[src/hdl/jfhs_pkg.sv]
// ----------------------------------------------------------------------------
// JPEG frame header scanner package
// Phase encoding, status codes and the result record shared by the scanner.
// ----------------------------------------------------------------------------
package jfhs_pkg;

  typedef enum logic [15:0] {
    PH_SIG0    = 16'h0001,
    PH_SIG1    = 16'h0002,
    PH_SIG2    = 16'h0004,
    PH_MARKER  = 16'h0008,
    PH_LEN_HI  = 16'h0010,
    PH_LEN_LO  = 16'h0020,
    PH_SKIP    = 16'h0040,
    PH_PREFIX  = 16'h0080,
    PH_FLEN_HI = 16'h0100,
    PH_FLEN_LO = 16'h0200,
    PH_PREC    = 16'h0400,
    PH_HGT_HI  = 16'h0800,
    PH_HGT_LO  = 16'h1000,
    PH_WID_HI  = 16'h2000,
    PH_WID_LO  = 16'h4000,
    PH_DONE    = 16'h8000
  } jfhs_phase_e;

  localparam logic [2:0] ST_OK        = 3'd0;
  localparam logic [2:0] ST_BAD_SIG   = 3'd1;
  localparam logic [2:0] ST_TRUNC     = 3'd2;
  localparam logic [2:0] ST_NO_PREFIX = 3'd3;
  localparam logic [2:0] ST_SHORT_SOF = 3'd4;
  localparam logic [2:0] ST_LEN_LOW   = 3'd5;

  localparam logic [7:0]  MARKER_PREFIX = 8'hFF;
  localparam logic [7:0]  MARKER_SOI    = 8'hD8;
  localparam logic [7:0]  MARKER_SOF0   = 8'hC0;
  localparam logic [7:0]  SOF_KINDS     = 8'd3;
  localparam logic [15:0] SOF_MIN_LEN   = 16'd5;
  localparam logic [15:0] SEG_MIN_LEN   = 16'd2;

  typedef struct packed {
    logic [2:0]  status;
    logic [1:0]  kind;
    logic [15:0] width;
    logic [15:0] height;
  } jfhs_result_t;

endpackage

[src/hdl/jfhs_parser.sv]
// ----------------------------------------------------------------------------
// JPEG frame header scanner: byte parser
// Walks the marker segments one byte per cycle while accept_i is high and
// raises at most one result per accepted byte.
// ----------------------------------------------------------------------------
module jfhs_parser (
  input  logic                  clk_i,
  input  logic                  rst_ni,
  input  logic                  accept_i,
  input  logic [7:0]            data_byte_i,
  input  logic                  end_of_file_i,
  output logic                  res_valid_o,
  output jfhs_pkg::jfhs_result_t res_o
);
  import jfhs_pkg::*;

  jfhs_phase_e phase_q, phase_d;
  logic [15:0] skip_q, skip_d;
  logic [7:0]  len_hi_q, len_hi_d;
  logic [1:0]  kind_q, kind_d;
  logic [15:0] height_q, height_d;
  logic [7:0]  width_hi_q, width_hi_d;

  logic [15:0] seg_len;
  logic [7:0]  marker_off;
  logic        hit;

  assign seg_len    = {len_hi_q, data_byte_i};
  assign marker_off = data_byte_i - MARKER_SOF0;

  always_comb begin
    phase_d     = phase_q;
    skip_d      = skip_q;
    len_hi_d    = len_hi_q;
    kind_d      = kind_q;
    height_d    = height_q;
    width_hi_d  = width_hi_q;
    hit         = 1'b0;
    res_o       = '0;
    res_o.status = ST_OK;
    if (accept_i) begin
      case (phase_q)
        PH_SIG0, PH_SIG2: begin
          if (data_byte_i != MARKER_PREFIX) begin
            hit = 1'b1;
            res_o.status = ST_BAD_SIG;
          end else if (phase_q == PH_SIG0) begin
            phase_d = PH_SIG1;
          end else begin
            phase_d = PH_MARKER;
          end
        end
        PH_SIG1: begin
          if (data_byte_i != MARKER_SOI) begin
            hit = 1'b1;
            res_o.status = ST_BAD_SIG;
          end else begin
            phase_d = PH_SIG2;
          end
        end
        PH_MARKER: begin
          if (data_byte_i >= MARKER_SOF0 && marker_off < SOF_KINDS) begin
            kind_d  = marker_off[1:0];
            phase_d = PH_FLEN_HI;
          end else begin
            phase_d = PH_LEN_HI;
          end
        end
        PH_LEN_HI: begin
          len_hi_d = data_byte_i;
          phase_d  = PH_LEN_LO;
        end
        PH_FLEN_HI: begin
          len_hi_d = data_byte_i;
          phase_d  = PH_FLEN_LO;
        end
        PH_LEN_LO: begin
          if (seg_len < SEG_MIN_LEN) begin
            hit = 1'b1;
            res_o.status = ST_LEN_LOW;
          end else begin
            skip_d  = seg_len - SEG_MIN_LEN;
            phase_d = (seg_len != SEG_MIN_LEN) ? PH_SKIP : PH_PREFIX;
          end
        end
        PH_SKIP: begin
          skip_d = skip_q - 16'd1;
          if (skip_q == 16'd1) begin
            phase_d = PH_PREFIX;
          end
        end
        PH_PREFIX: begin
          if (data_byte_i != MARKER_PREFIX) begin
            hit = 1'b1;
            res_o.status = ST_NO_PREFIX;
          end else begin
            phase_d = PH_MARKER;
          end
        end
        PH_FLEN_LO: begin
          skip_d  = seg_len;
          phase_d = PH_PREC;
        end
        PH_PREC: begin
          if (skip_q < SOF_MIN_LEN) begin
            hit = 1'b1;
            res_o.status = ST_SHORT_SOF;
          end else begin
            phase_d = PH_HGT_HI;
          end
        end
        PH_HGT_HI: begin
          height_d = {data_byte_i, 8'h00};
          phase_d  = PH_HGT_LO;
        end
        PH_HGT_LO: begin
          height_d = {height_q[15:8], data_byte_i};
          phase_d  = PH_WID_HI;
        end
        PH_WID_HI: begin
          width_hi_d = data_byte_i;
          phase_d    = PH_WID_LO;
        end
        PH_WID_LO: begin
          hit          = 1'b1;
          res_o.status = ST_OK;
          res_o.kind   = kind_q;
          res_o.width  = {width_hi_q, data_byte_i};
          res_o.height = height_q;
        end
        default: begin
        end
      endcase
      if (hit) begin
        phase_d = PH_DONE;
      end
      if (end_of_file_i) begin
        if (!hit && phase_q != PH_DONE) begin
          hit = 1'b1;
          res_o = '0;
          res_o.status = ST_TRUNC;
        end
        phase_d = PH_SIG0;
      end
    end
  end

  assign res_valid_o = hit;

  always_ff @(posedge clk_i or negedge rst_ni) begin
    if (!rst_ni) begin
      phase_q    <= PH_SIG0;
      skip_q     <= '0;
      len_hi_q   <= '0;
      kind_q     <= '0;
      height_q   <= '0;
      width_hi_q <= '0;
    end else begin
      phase_q    <= phase_d;
      skip_q     <= skip_d;
      len_hi_q   <= len_hi_d;
      kind_q     <= kind_d;
      height_q   <= height_d;
      width_hi_q <= width_hi_d;
    end
  end

endmodule

[src/hdl/jpeg_frame_header_scanner.sv]
// A result is written into the registered result queue when the byte that
// decides it is accepted. Throughput: one byte per cycle, set by the single
// parser step per byte and a two-entry result queue that only stalls input
// when both entries wait. Reset clears the parser to the first signature
// byte and empties the result queue.
// ----------------------------------------------------------------------------
// JPEG frame header scanner
// Checks the start signature, skips marker segments and reports the frame
// size from the first SOF0, SOF1 or SOF2 header, one result per file.
// ----------------------------------------------------------------------------
module jpeg_frame_header_scanner (
  input  logic        clk_i,
  input  logic        rst_ni,
  input  logic        in_valid_i,
  output logic        in_ready_o,
  input  logic [7:0]  data_byte_i,
  input  logic        end_of_file_i,
  output logic        out_valid_o,
  input  logic        out_ready_i,
  output logic [2:0]  status_o,
  output logic [1:0]  frame_kind_o,
  output logic [15:0] image_width_o,
  output logic [15:0] image_height_o
);
  import jfhs_pkg::*;

  logic         accept;
  logic         push;
  logic         pop;
  jfhs_result_t res;
  jfhs_result_t q0_q, q0_d;
  jfhs_result_t q1_q, q1_d;
  logic [1:0]   count_q, count_d;

  assign in_ready_o = (count_q != 2'd2);
  assign accept     = in_valid_i & in_ready_o;

  jfhs_parser u_parser (
    .clk_i         (clk_i),
    .rst_ni        (rst_ni),
    .accept_i      (accept),
    .data_byte_i   (data_byte_i),
    .end_of_file_i (end_of_file_i),
    .res_valid_o   (push),
    .res_o         (res)
  );

  assign out_valid_o = (count_q != 2'd0);
  assign pop         = out_valid_o & out_ready_i;

  always_comb begin
    q0_d    = q0_q;
    q1_d    = q1_q;
    count_d = count_q;
    if (pop) begin
      q0_d = q1_q;
    end
    if (push) begin
      if (count_q == 2'd0 || (count_q == 2'd1 && pop)) begin
        q0_d = res;
      end else begin
        q1_d = res;
      end
    end
    count_d = count_q + {1'b0, push} - {1'b0, pop};
  end

  always_ff @(posedge clk_i or negedge rst_ni) begin
    if (!rst_ni) begin
      count_q <= '0;
    end else begin
      count_q <= count_d;
    end
  end

  always_ff @(posedge clk_i) begin
    q0_q <= q0_d;
    q1_q <= q1_d;
  end

  assign status_o       = q0_q.status;
  assign frame_kind_o   = q0_q.kind;
  assign image_width_o  = q0_q.width;
  assign image_height_o = q0_q.height;

`ifndef SYNTHESIS
  a_count_range: assert property (@(posedge clk_i) disable iff (!rst_ni)
    count_q != 2'd3)
    else $error("result queue count out of range");

  a_no_overflow: assert property (@(posedge clk_i) disable iff (!rst_ni)
    push |-> (count_q != 2'd2) || pop)
    else $error("result pushed into a full queue");

  a_push_needs_accept: assert property (@(posedge clk_i) disable iff (!rst_ni)
    push |-> accept)
    else $error("result raised without an accepted byte");

  a_ok_kind: assert property (@(posedge clk_i) disable iff (!rst_ni)
    push && res.status == ST_OK |-> res.kind != 2'd3)
    else $error("frame kind out of range on a good result");
`endif

endmodule

[config.mk]
export PLATFORM = sky130hd
export DESIGN_NAME = jpeg_frame_header_scanner
export DESIGN_NICKNAME = d
export VERILOG_FILES = /design/src/hdl/jfhs_pkg.sv /design/src/hdl/jfhs_parser.sv /design/src/hdl/jpeg_frame_header_scanner.sv
export SDC_FILE = /design/constraint.sdc
export NUM_CORES = 1
export LEC_CHECK = 0
export BUFFER_PORTS_ARGS = -buffer_cell sky130_fd_sc_hd__buf_4
export CORE_UTILIZATION = 50
export CTS_BUF_LIST = sky130_fd_sc_hd__clkbuf_4
export DETAILED_ROUTE_END_ITERATION = 10
export PLACE_DENSITY = 0.68
export SYNTH_ARGS = -nofsm -noshare
export SYNTH_HDL_FRONTEND = slang
export SYNTH_HIERARCHICAL = 1
export SYNTH_SLANG_ARGS = --single-unit
[constraint.sdc]
create_clock -name clk_i -period 5.9 [get_ports clk_i]
set_input_delay 1.77 -clock clk_i [delete_from_list [all_inputs] [get_ports clk_i]]
set_output_delay 1.77 -clock clk_i [all_outputs]
set_load 0.03 [all_outputs]
Yosys cells after proc, flatten, opt, wreduce, memory -nomap -nowiden:

Index checks and enable logic that the tools add are counted.

* bits in registers: 142
* input port bits: 13
* output and inout bits: 39
* logic and storage cells: 116

* add/sub/neg operators: 5
* $lt $le $gt $ge: 4
* equality and inequality tests: 29
* multiplexer cells: 37
* bitwise gates (word level): 4
* reductions and logical operators: 21

Operators by type and width (count)
* two-way mux 37 bit: 6
* one-hot mux 16 bit (13 select lines): 1
* two-way mux 16 bit: 9
* one-hot mux 16 bit (3 select lines): 1
* two-way mux 34 bit: 1
* == test 16 x 1 -> 1 bit (second input constant): 2
* one-hot mux 16 bit (2 select lines): 1
* != test 4 bit (second input constant): 5
* == test 16 x 10 -> 1 bit (second input constant): 1
* == test 16 x 11 -> 1 bit (second input constant): 1
* == test 16 x 12 -> 1 bit (second input constant): 1
* == test 16 x 13 -> 1 bit (second input constant): 1
* == test 16 x 14 -> 1 bit (second input constant): 1
* == test 16 x 15 -> 1 bit (second input constant): 1
* == test 16 x 2 -> 1 bit (second input constant): 1
* == test 16 x 3 -> 1 bit (second input constant): 1
* == test 16 x 4 -> 1 bit (second input constant): 1
* == test 16 x 5 -> 1 bit (second input constant): 1
* == test 16 x 6 -> 1 bit (second input constant): 1
* == test 16 x 7 -> 1 bit (second input constant): 1
* == test 16 x 8 -> 1 bit (second input constant): 1
* == test 16 x 9 -> 1 bit (second input constant): 1
* < comparator 16 x 2 -> 1 bit (second input constant): 1
* < comparator 16 x 3 -> 1 bit (second input constant): 1
* 35 further kinds: 58

Depth between registers and ports, before layout:

Gate-level depths: netlist of the first run.

* word-level depth: 11
* mapped depth: 10
* mapped depth without buffers: 9

Cells and area by module:

The synthesis of the first run kept the hierarchy.

Modules (own cells, without submodules)
* jfhs_parser: times used 1, cells each 479, area an instance 4415.5 um2, sequential area each 1652.8 um2
* jpeg_frame_header_scanner: times used 1, cells each 169, area an instance 2994.1 um2, sequential area each 1901.8 um2

Least setup slack after synthesis of the first run:

OpenSTA, ideal clock, no wires.

* path type: input to register
* from: in data_byte_i[5]
* to: reg q1_q[0] (netlist name) (enable)
* setup time: 0.488 ns
* arrival: 6.069 ns
* required time: 5.412 ns
* path slack: -0.657 ns
* stages on the path: 7
* path buffers: 1
* cell sequence: buf_2 or4_4 nor4_4 nand2_1 a2bb2oi_1 a31oi_1 a21boi_0

* word-level cells in the longest chain between the ends: 10
* elaborated cells between the ends (all ways): 14
* those cells by class: 1 x order compare; 2 x eq/ne; 8 x mux; 3 x reduce/logical

Ends and longest elaborated chain
* start: declaration: RTL line jpeg_frame_header_scanner.sv:16 `input logic [7:0] data_byte_i,`
* < comparator 16 x 2 -> 1 bit (tied with other cells): RTL line jfhs_parser.sv:78 `if (seg_len < SEG_MIN_LEN) begin`
* two-way mux 1 bit (on tied branches)
* one-hot mux 1 bit (5 select lines) *: RTL line jfhs_parser.sv:42 `case (phase_q)`
* two-way mux 1 bit *: RTL line jfhs_parser.sv:41 `if (accept_i) begin`
* logical NOT 1 bit: RTL line jfhs_parser.sv:138 `if (!hit && phase_q != PH_DONE) begin`
* logical AND 1 bit: RTL line jfhs_parser.sv:138
* two-way mux 1 bit: RTL line jfhs_parser.sv:138
* two-way mux 1 bit *: RTL line jfhs_parser.sv:137 `if (end_of_file_i) begin`
* two-way mux 1 bit *: RTL line jfhs_parser.sv:41
* named net push: RTL line jpeg_frame_header_scanner.sv:28 `logic push;`
* AND reduction 2 bit (no source line) *
* end signal: assignment: RTL line jpeg_frame_header_scanner.sv:78 `q1_q <= q1_d;`
* end: declaration: RTL line jpeg_frame_header_scanner.sv:32 `jfhs_result_t q1_q, q1_d;`

The timed path passes the listed nets; every way through them passes the cells marked *. The select of a mux whose other input is x is not followed.
A chain may end at the register's enable or synchronous reset.

==> Implementation_results.wiki, run 1 <==
{| class="wikitable"
! Metric !! Value
|-
| Number of antenna violations at the first check in global routing || 1
|-
| Final Skew || 0.0214 ns
|-
| Layout cell share with drive strength beyond 1 || 30.5%
|-
| Worst max-slew margin expressed relative to the limit || 25.1%
|-
| Pre-CTS setup slack || 0.788 ns
|-
| Final GP Congestion || 0.900
|-
| Most common flop cell mapped by yosys || sky130_fd_sc_hd__dfrtp_1
|-
| Synth Warn # || 6
|-
| Setup crit end kind || register
|-
| Minimum clock period after layout || 4.47 ns
|-
| Clock tree from TritonCTS || built
|-
| Ratio of routed vias to standard cells || 5.95
|-
| Required time worst endpoint || 6.34 ns
|-
| First-pass iteration count of the detailed router || 5
|-
| Depth of the worst hold-timing path || 1
|-
| Drt wl/cell || 19.1 um
|-
| Global-route wire length before repair || 27.0 mm
|-
| Via count of the first global-routing pass || 5,163
|-
| Largest vdd supply drop || 158 uV
|-
| Core Footprint || 0.0145 sq mm
|-
| Data arrival time at the worst-slack endpoint || 4.91 ns
|-
| Number of instances in the synthesized netlist || 648
|-
| Vias after detailed routing || 5,258
|-
| Number of endpoints with negative hold slack in the final report || 0
|-
| First-iteration detailed-routing DRC count || 413
|-
| Count of port buffers added during placement || 51
|-
| TritonCTS sink count || 142
|-
| Total wire length || 16.9 mm
|-
| Effective utilization at floorplan || 51.2%
|-
| Final hold slack || 0.511 ns
|-
| Number of synthesized register bits || 142
|-
| Clock root cell || sky130_fd_sc_hd__clkbuf_4
|-
| Hold-critical path endpoint || u_parser/width_hi_q[4]
|-
| Max Buffers Root-to-Sink || 2
|-
| Leak Pwr || 0.00349 uW
|-
| Least-Margin Pin Slew || 1.12 ns
|-
| Clock edge transition at the registers on the reported setup and hold paths || 0.11 ns
|-
| Tot Pwr || 3330 uW
|-
| Setup repair after global routing missed its margin || false
|-
| Sequential element share of the synthesized area || 48.0%
|-
| Num rows || 44
|-
| Max H-tree Level || 4
|-
| Max Clk Rate || 0.224 GHz
|-
| Final setup fails || 0
|-
| Number of clock buffers inserted by TritonCTS || 17
|-
| Half-perimeter wire length of the detailed placement result || 11.5 mm
|-
| Pin count of the biggest net entering global routing || 69
|-
| Area growth from synthesis to final layout || 9.12%
|-
| Die Footprint || 0.0153 sq mm
|-
| Post-synth ARST share || 47.9%
|-
| Post-CTS setup-driven buffer insertion count || 0
|-
| Post-CTS sizing || 0
|-
| PwrDens || 412 mW/mm^2
|-
| Count of unresolved DRC violations after routing || 0
|-
| Number of enable-type register cells in the synthesized netlist || 37
|-
| Grt total ovfl || 0
|-
| R2r endpoint || image_width_o[14]
|-
| Combined area of all synthesized cells || 0.00741 sq mm
|-
| Final nets || 703
|-
| Worst skew pair latency || 0.56 ns
|-
| Hold Crit Start || u_parser/width_hi_q[4]
|-
| Startpoint kind of the worst setup timing path || primary input
|-
| GRT Util Overall || 23.7%
|-
| Worst-case reg-to-reg path depth || 7
|-
| Ports || 52
|-
| Overall die width || 124 um
|-
| Number of distinct library cells after synthesis || 76
|-
| Kind of path behind the tightest hold check || reg -> reg
|-
| Highest fanout seen on the critical path || 37
|-
| Synthesized area divided by synthesized cell count || 11.4 sq um
|-
| Maxcap violations || 0
|-
| Total negative slack || 0 ns
|-
| Die height || 124 um
|-
| Syn_nets || 666
|-
| Worst R2R Setup Slack || 1.56 ns
|-
| Final count of pins violating max slew || 0
|-
| Reg2reg start || u_parser/phase_q[12]
|-
| Run status || complete, no violations
|-
| Final WS setup || 1.43 ns
|-
| Fraction of the cycle the final worst path needs || 75.8%
|-
| Number of routed nets with antenna violations || 0
|-
| Critical setup path kind || in -> reg
|-
| CTS Hold Bufs || 0
|}
[how the worst max path moves through the flow]
stage	from	slack, ns	cells past startpoint	endpoint
floorplan	data_byte_i[5]	0.31	7	q1_q[0]
global placement	data_byte_i[4]	0.86	8	image_width_o[5]
detailed placement	data_byte_i[4]	0.79	8	image_width_o[8]
CTS	data_byte_i[4]	1.41	8	image_height_o[7]
global route	data_byte_i[4]	1.23	8	image_width_o[3]
finish	data_byte_i[4]	1.43	8	image_width_o[14]
[layout make-up]
class	count	area, sq um
fill	1261	6390
clock buffer	18	135
inverter	9	33.8
multi-input combinational	461	3630
clock inverter	14	96.3
antenna	1	2.50
timing repair buffer	54	405
tap	184	230
sequential	142	3550
[cells in the final DEF (no fill, tap or decap), types with 5 or more instances in the layout]
| master | n |
|---|---|
| sky130_fd_sc_hd__a22o_1 | 15 |
| sky130_fd_sc_hd__xor2_1 | 9 |
| sky130_fd_sc_hd__buf_4 | 54 |
| sky130_fd_sc_hd__nand2b_1 | 8 |
| sky130_fd_sc_hd__o21ai_1 | 10 |
| sky130_fd_sc_hd__nor2b_1 | 6 |
| sky130_fd_sc_hd__ha_1 | 5 |
| sky130_fd_sc_hd__nand4_1 | 7 |
| sky130_fd_sc_hd__nor2_1 | 49 |
| sky130_fd_sc_hd__edfxtp_1 | 37 |
| sky130_fd_sc_hd__and2_1 | 37 |
| sky130_fd_sc_hd__nand3_1 | 12 |
| sky130_fd_sc_hd__dfrtp_1 | 67 |
| sky130_fd_sc_hd__inv_1 | 9 |
| sky130_fd_sc_hd__nor3_1 | 23 |
| sky130_fd_sc_hd__xnor2_1 | 9 |
| sky130_fd_sc_hd__clkbuf_4 | 18 |
| sky130_fd_sc_hd__o2bb2ai_1 | 5 |
| sky130_fd_sc_hd__mux2_4 | 30 |
| sky130_fd_sc_hd__or4_1 | 7 |
| sky130_fd_sc_hd__nand2_1 | 25 |
| sky130_fd_sc_hd__a21oi_1 | 23 |
| sky130_fd_sc_hd__nor4_1 | 10 |
| sky130_fd_sc_hd__mux2_2 | 68 |
| sky130_fd_sc_hd__o21ai_0 | 28 |
| sky130_fd_sc_hd__dfxtp_1 | 37 |
[synthesized netlist by cell type, drive strengths merged, types with 3 or more instances]
cell     number  area [sq um]
and3          3          23.8
mux2         98          1220
nor3b         4          30.0
inv           9          33.8
and2         38           238
a22o         15           131
nor2b         6          37.5
ha            5          62.6
o211ai        3          36.3
edfxtp       37          1110
xnor2         9          78.8
nand4         8          56.3
nand3b        3          22.5
o21ai        39           206
nand2        28           113
xor2          9          78.8
a21o          3          22.5
nor2         50           188
dfxtp        37           741
clkbuf       15          56.3
nand3        14          87.6
dfrtp        67          1680
nor3         26           151
buf          21           151
nor4         16           173
nand2b        8          50.1
o2bb2ai       5          43.8
a21oi        24           131
or4           8          63.8
nor4b         4          50.1
[critical path: stages]
cell and delay (ns):
sky130_fd_sc_hd__buf_4 0.16, sky130_fd_sc_hd__or4_4 0.58, sky130_fd_sc_hd__nor4_4 0.29, sky130_fd_sc_hd__nand2_1 0.12, sky130_fd_sc_hd__a2bb2oi_1 0.21, sky130_fd_sc_hd__a31oi_1 0.36, sky130_fd_sc_hd__nand3_2 0.81, sky130_fd_sc_hd__mux2_2 0.58
[stage by stage]
stage	utilization (%)	std cells	instance area, sq um
floorplan	-	648	7410
finish	55.8	883	8090
global placement	54.2	850	7850
global route	55.8	883	8090
CTS	55.8	882	8080
detailed placement	54.2	850	7850
[cells by family (layout without fill, tap and decap cells)]
group / Yosys count / after routing / share of synthesized area, %
flip-flops: 142 / 142 / 48.0
XOR/XNOR: 18 / 18 / 2.13
AO/OA/AOI/OAI: 112 / 112 / 10.7
AND/OR/NAND/NOR: 227 / 227 / 18.5
other: 0 / 1 / 0
multiplexers: 99 / 99 / 16.5
adder cells (fa/ha/maj): 5 / 5 / 0.844
buffers and inverters: 45 / 95 / 3.26
[sequential cells by signal, indices dropped and copies added (netlist names)]
signal	count
count_q	2
u_parser/height_q	16
u_parser/kind_q	2
u_parser/skip_q	16
u_parser/phase_q	16
u_parser/width_hi_q	8
image_height_o	16
u_parser/len_hi_q	8
frame_kind_o	2
image_width_o	16
q1_q	37
status_o	3
[report_power, final]
group | total, uW | internal, uW | switching (uW) | leakage, uW
Combinational | 1430 | 649 | 782 | 0.00177
Clock | 538 | 170 | 368 | 0.000127
Sequential | 1370 | 1210 | 157 | 0.00159
Total | 3330 | 2030 | 1310 | 0.00349
[layer usage]
metal | track usage, % | share of wire [%] | vias up | wire (um)
met5 | 0 | 0 | - | 0
met4 | 8.21 | 1.6 | 0 | 266
met3 | 6.55 | 5.3 | 20 | 889
met2 | 37.0 | 48 | 163 | 8110
met1 | 31.5 | 45 | 2611 | 7610
li1 | - | - | 2464 | -
Note: power is estimated with default switching activity, not from simulation.
==> inputs of run 2 (changes only) <==
Settings changed: PLACE_DENSITY 0.68 to 0.71.
Clock period 5.9 ns to 3.8 ns, I/O delays scaled along.
==> run 2 against run 1 <==
  * Clock skew shrank 0.0013 ns
  * Worst hold slack lost 0.0016 ns
  * Total power grew 60%
  * Sequential cell count is the same
  * Final cell count grew 1.4%
  * Global-route usage shrank 0.12 points
  * Non-clock buffer count grew 12
  * Combinational power grew 61%
  * Die area is the same
  * Core utilization grew 1.1 points
  * Register-to-register slack lost 0.82 ns
  * Largest cell class unchanged
==> Implementation_results.wiki, run 2 (synthesis results as in run 1) <==
{| class="wikitable"
! Metric !! Value
|-
| Core Footprint || 0.0145 sq mm
|-
| Critical path buffers and inverters || 1
|-
| Count of port buffers added during placement || 51
|-
| Post-CTS setup-driven buffer insertion count || 0
|-
| Delay of the slowest cell on the worst path || 0.57 ns
|-
| PwrDens || 649 mW/mm^2
|-
| Run status || complete, no violations
|-
| TritonCTS sink count || 142
|-
| Final hold slack || 0.509 ns
|-
| Highest fanout seen on the critical path || 37
|-
| Largest vdd supply drop || 237 uV
|-
| Number of routed nets with antenna violations || 0
|-
| Crit path max-delay cell type || sky130_fd_sc_hd__nor4_4
|-
| Final GP Congestion || 0.856
|-
| Overall die width || 124 um
|-
| Met3 track demand over resource || 4.62%
|-
| Via count of the first global-routing pass || 5,068
|-
| Drt wl/cell || 19.0 um
|-
| Startpoint kind of the worst setup timing path || register
|-
| Fraction of the cycle the final worst path needs || 80.4%
|-
| Final WS setup || 0.745 ns
|-
| Clock root cell || sky130_fd_sc_hd__clkbuf_4
|-
| Number of clock buffers inserted by TritonCTS || 17
|-
| First-iteration detailed-routing DRC count || 310
|-
| Number of flip-flops under the largest register name || 37
|-
| Num rows || 44
|-
| Number of endpoints with negative hold slack in the final report || 0
|-
| Grt total ovfl || 0
|-
| Maxcap violations || 0
|-
| Global-route wire length before repair || 27.0 mm
|-
| Minimum clock period after layout || 3.06 ns
|-
| Data arrival time at the worst-slack endpoint || 3.51 ns
|-
| Total wire length || 17.0 mm
|-
| Vias after detailed routing || 5,308
|-
| Clock tree from TritonCTS || built
|-
| Pre-CTS setup slack || 0.204 ns
|-
| Busiest grt layer || met2
|-
| GRT Util Overall || 23.5%
|-
| Layout cell share with drive strength beyond 1 || 31.8%
|-
| Top library cells by usage in the layout, fill and taps aside || sky130_fd_sc_hd__mux2_2, sky130_fd_sc_hd__dfrtp_1, sky130_fd_sc_hd__buf_4, sky130_fd_sc_hd__nor2_1
|-
| Post-Route Utilization || 56.9%
|-
| Final count of pins violating max slew || 0
|-
| Global routing met2 resource utilization || 37.5%
|-
| Area growth from synthesis to final layout || 11.3%
|-
| Effective utilization at floorplan || 51.2%
|-
| Number of antenna violations at the first check in global routing || 1
|-
| Cell Count Post-Placement || 862
|-
| Ratio of routed vias to standard cells || 5.93
|-
| First-pass iteration count of the detailed router || 6
|-
| Max H-tree Level || 4
|-
| Most common library cell in the layout ignoring fill and taps || sky130_fd_sc_hd__mux2_2
|-
| Reg with most FFs || q1_q
|-
| Required time worst endpoint || 4.26 ns
|-
| Total negative slack || 0 ns
|-
| Die height || 124 um
|-
| Leak Pwr || 0.00357 uW
|-
| Least-Margin Pin Slew || 1.02 ns
|-
| Ports || 52
|-
| Routing usage on met1 || 31.8%
|-
| Worst-case reg-to-reg path depth || 9
|-
| Die Footprint || 0.0153 sq mm
|-
| Depth of the critical timing path with buffers and inverters included || 9
|-
| Setup repair after global routing missed its margin || false
|-
| CTS Hold Bufs || 0
|-
| Kind of path behind the tightest hold check || reg -> reg
|-
| Worst max-slew margin expressed relative to the limit || 31.6%
|-
| Critical setup path kind || reg -> reg
|-
| Final Skew || 0.0200 ns
|-
| Half-perimeter wire length of the detailed placement result || 11.7 mm
|-
| Crit-path leading delay family || simple AND/OR/NAND/NOR gates
|-
| Count of unresolved DRC violations after routing || 0
|-
| Post-CTS sizing || 0
|-
| Final setup fails || 0
|-
| Worst skew pair latency || 0.56 ns
|-
| Clock edge transition at the registers on the reported setup and hold paths || 0.13 ns
|-
| Max Clk Rate || 0.327 GHz
|-
| Final non-filler cell total || 895
|-
| Pin count of the biggest net entering global routing || 69
|-
| Max Buffers Root-to-Sink || 2
|-
| Cell chain of the critical path || nor4_4, nand3_1, nor3_1, a21boi_0, o22ai_1, a31oi_1, nand3_2, buf_12, mux2_2
|-
| Setup crit end kind || register
|-
| Depth of the worst hold-timing path || 1
|-
| Final nets || 715
|}
-- run 2: stage by stage --
stage                     instance area [sq um]  power (uW)
after detailed placement                   7980        4450
after floorplan                            7420        3790
after CTS                                  8240        5380
after global placement                     7980        4400
final                                      8240        5350
after global routing                       8240        5640
-- run 2: area by class of cell --
cell class	instances	area [sq um]
Antenna cell	1	2.50
Clock buffer	18	135
Clock inverter	14	130
Fill cell	1218	6230
Inverter	9	33.8
Multi-Input combinational cell	461	3620
Sequential cell	142	3550
Tap cell	184	230
Timing Repair Buffer	66	533
-- run 2: power by group --
group / leakage (uW) / total, uW / switching, uW / internal, uW
registers: 0.00159 / 2130 / 253 / 1880
logic: 0.00184 / 2300 / 1240 / 1050
clock network: 0.000140 / 924 / 582 / 342
-- run 2: final timing paths --
kind                       slack [ns]                     end            startpoint
max in group asynchronous        2.51  u_parser/width_hi_q[3]                rst_ni
min in group asynchronous        0.70     u_parser/phase_q[4]                rst_ni
hold / removal                   0.51    u_parser/height_q[1]  u_parser/height_q[1]
setup / recovery                 0.74        image_width_o[6]   u_parser/phase_q[2]
hold reg to reg                  0.51    u_parser/height_q[1]  u_parser/height_q[1]
setup reg to reg                 0.74        image_width_o[6]   u_parser/phase_q[2]
-- run 2: routing by layer --
layer	up-vias	share of wire (%)
met2	139	49
met3	23	4.3
met5	-	0
met1	2650	45
met4	0	1.6
li1	2496	-
-- run 2: worst reg2reg max path, cell delays in order, from the launching register on --
cell and delay, ns:
sky130_fd_sc_hd__dfrtp_1 0.51, sky130_fd_sc_hd__nor4_4 0.57, sky130_fd_sc_hd__nand3_1 0.27, sky130_fd_sc_hd__nor3_1 0.32, sky130_fd_sc_hd__a21boi_0 0.16, sky130_fd_sc_hd__o22ai_1 0.17
sky130_fd_sc_hd__a31oi_1 0.18, sky130_fd_sc_hd__nand3_2 0.15, sky130_fd_sc_hd__buf_12 0.24, sky130_fd_sc_hd__mux2_2 0.39
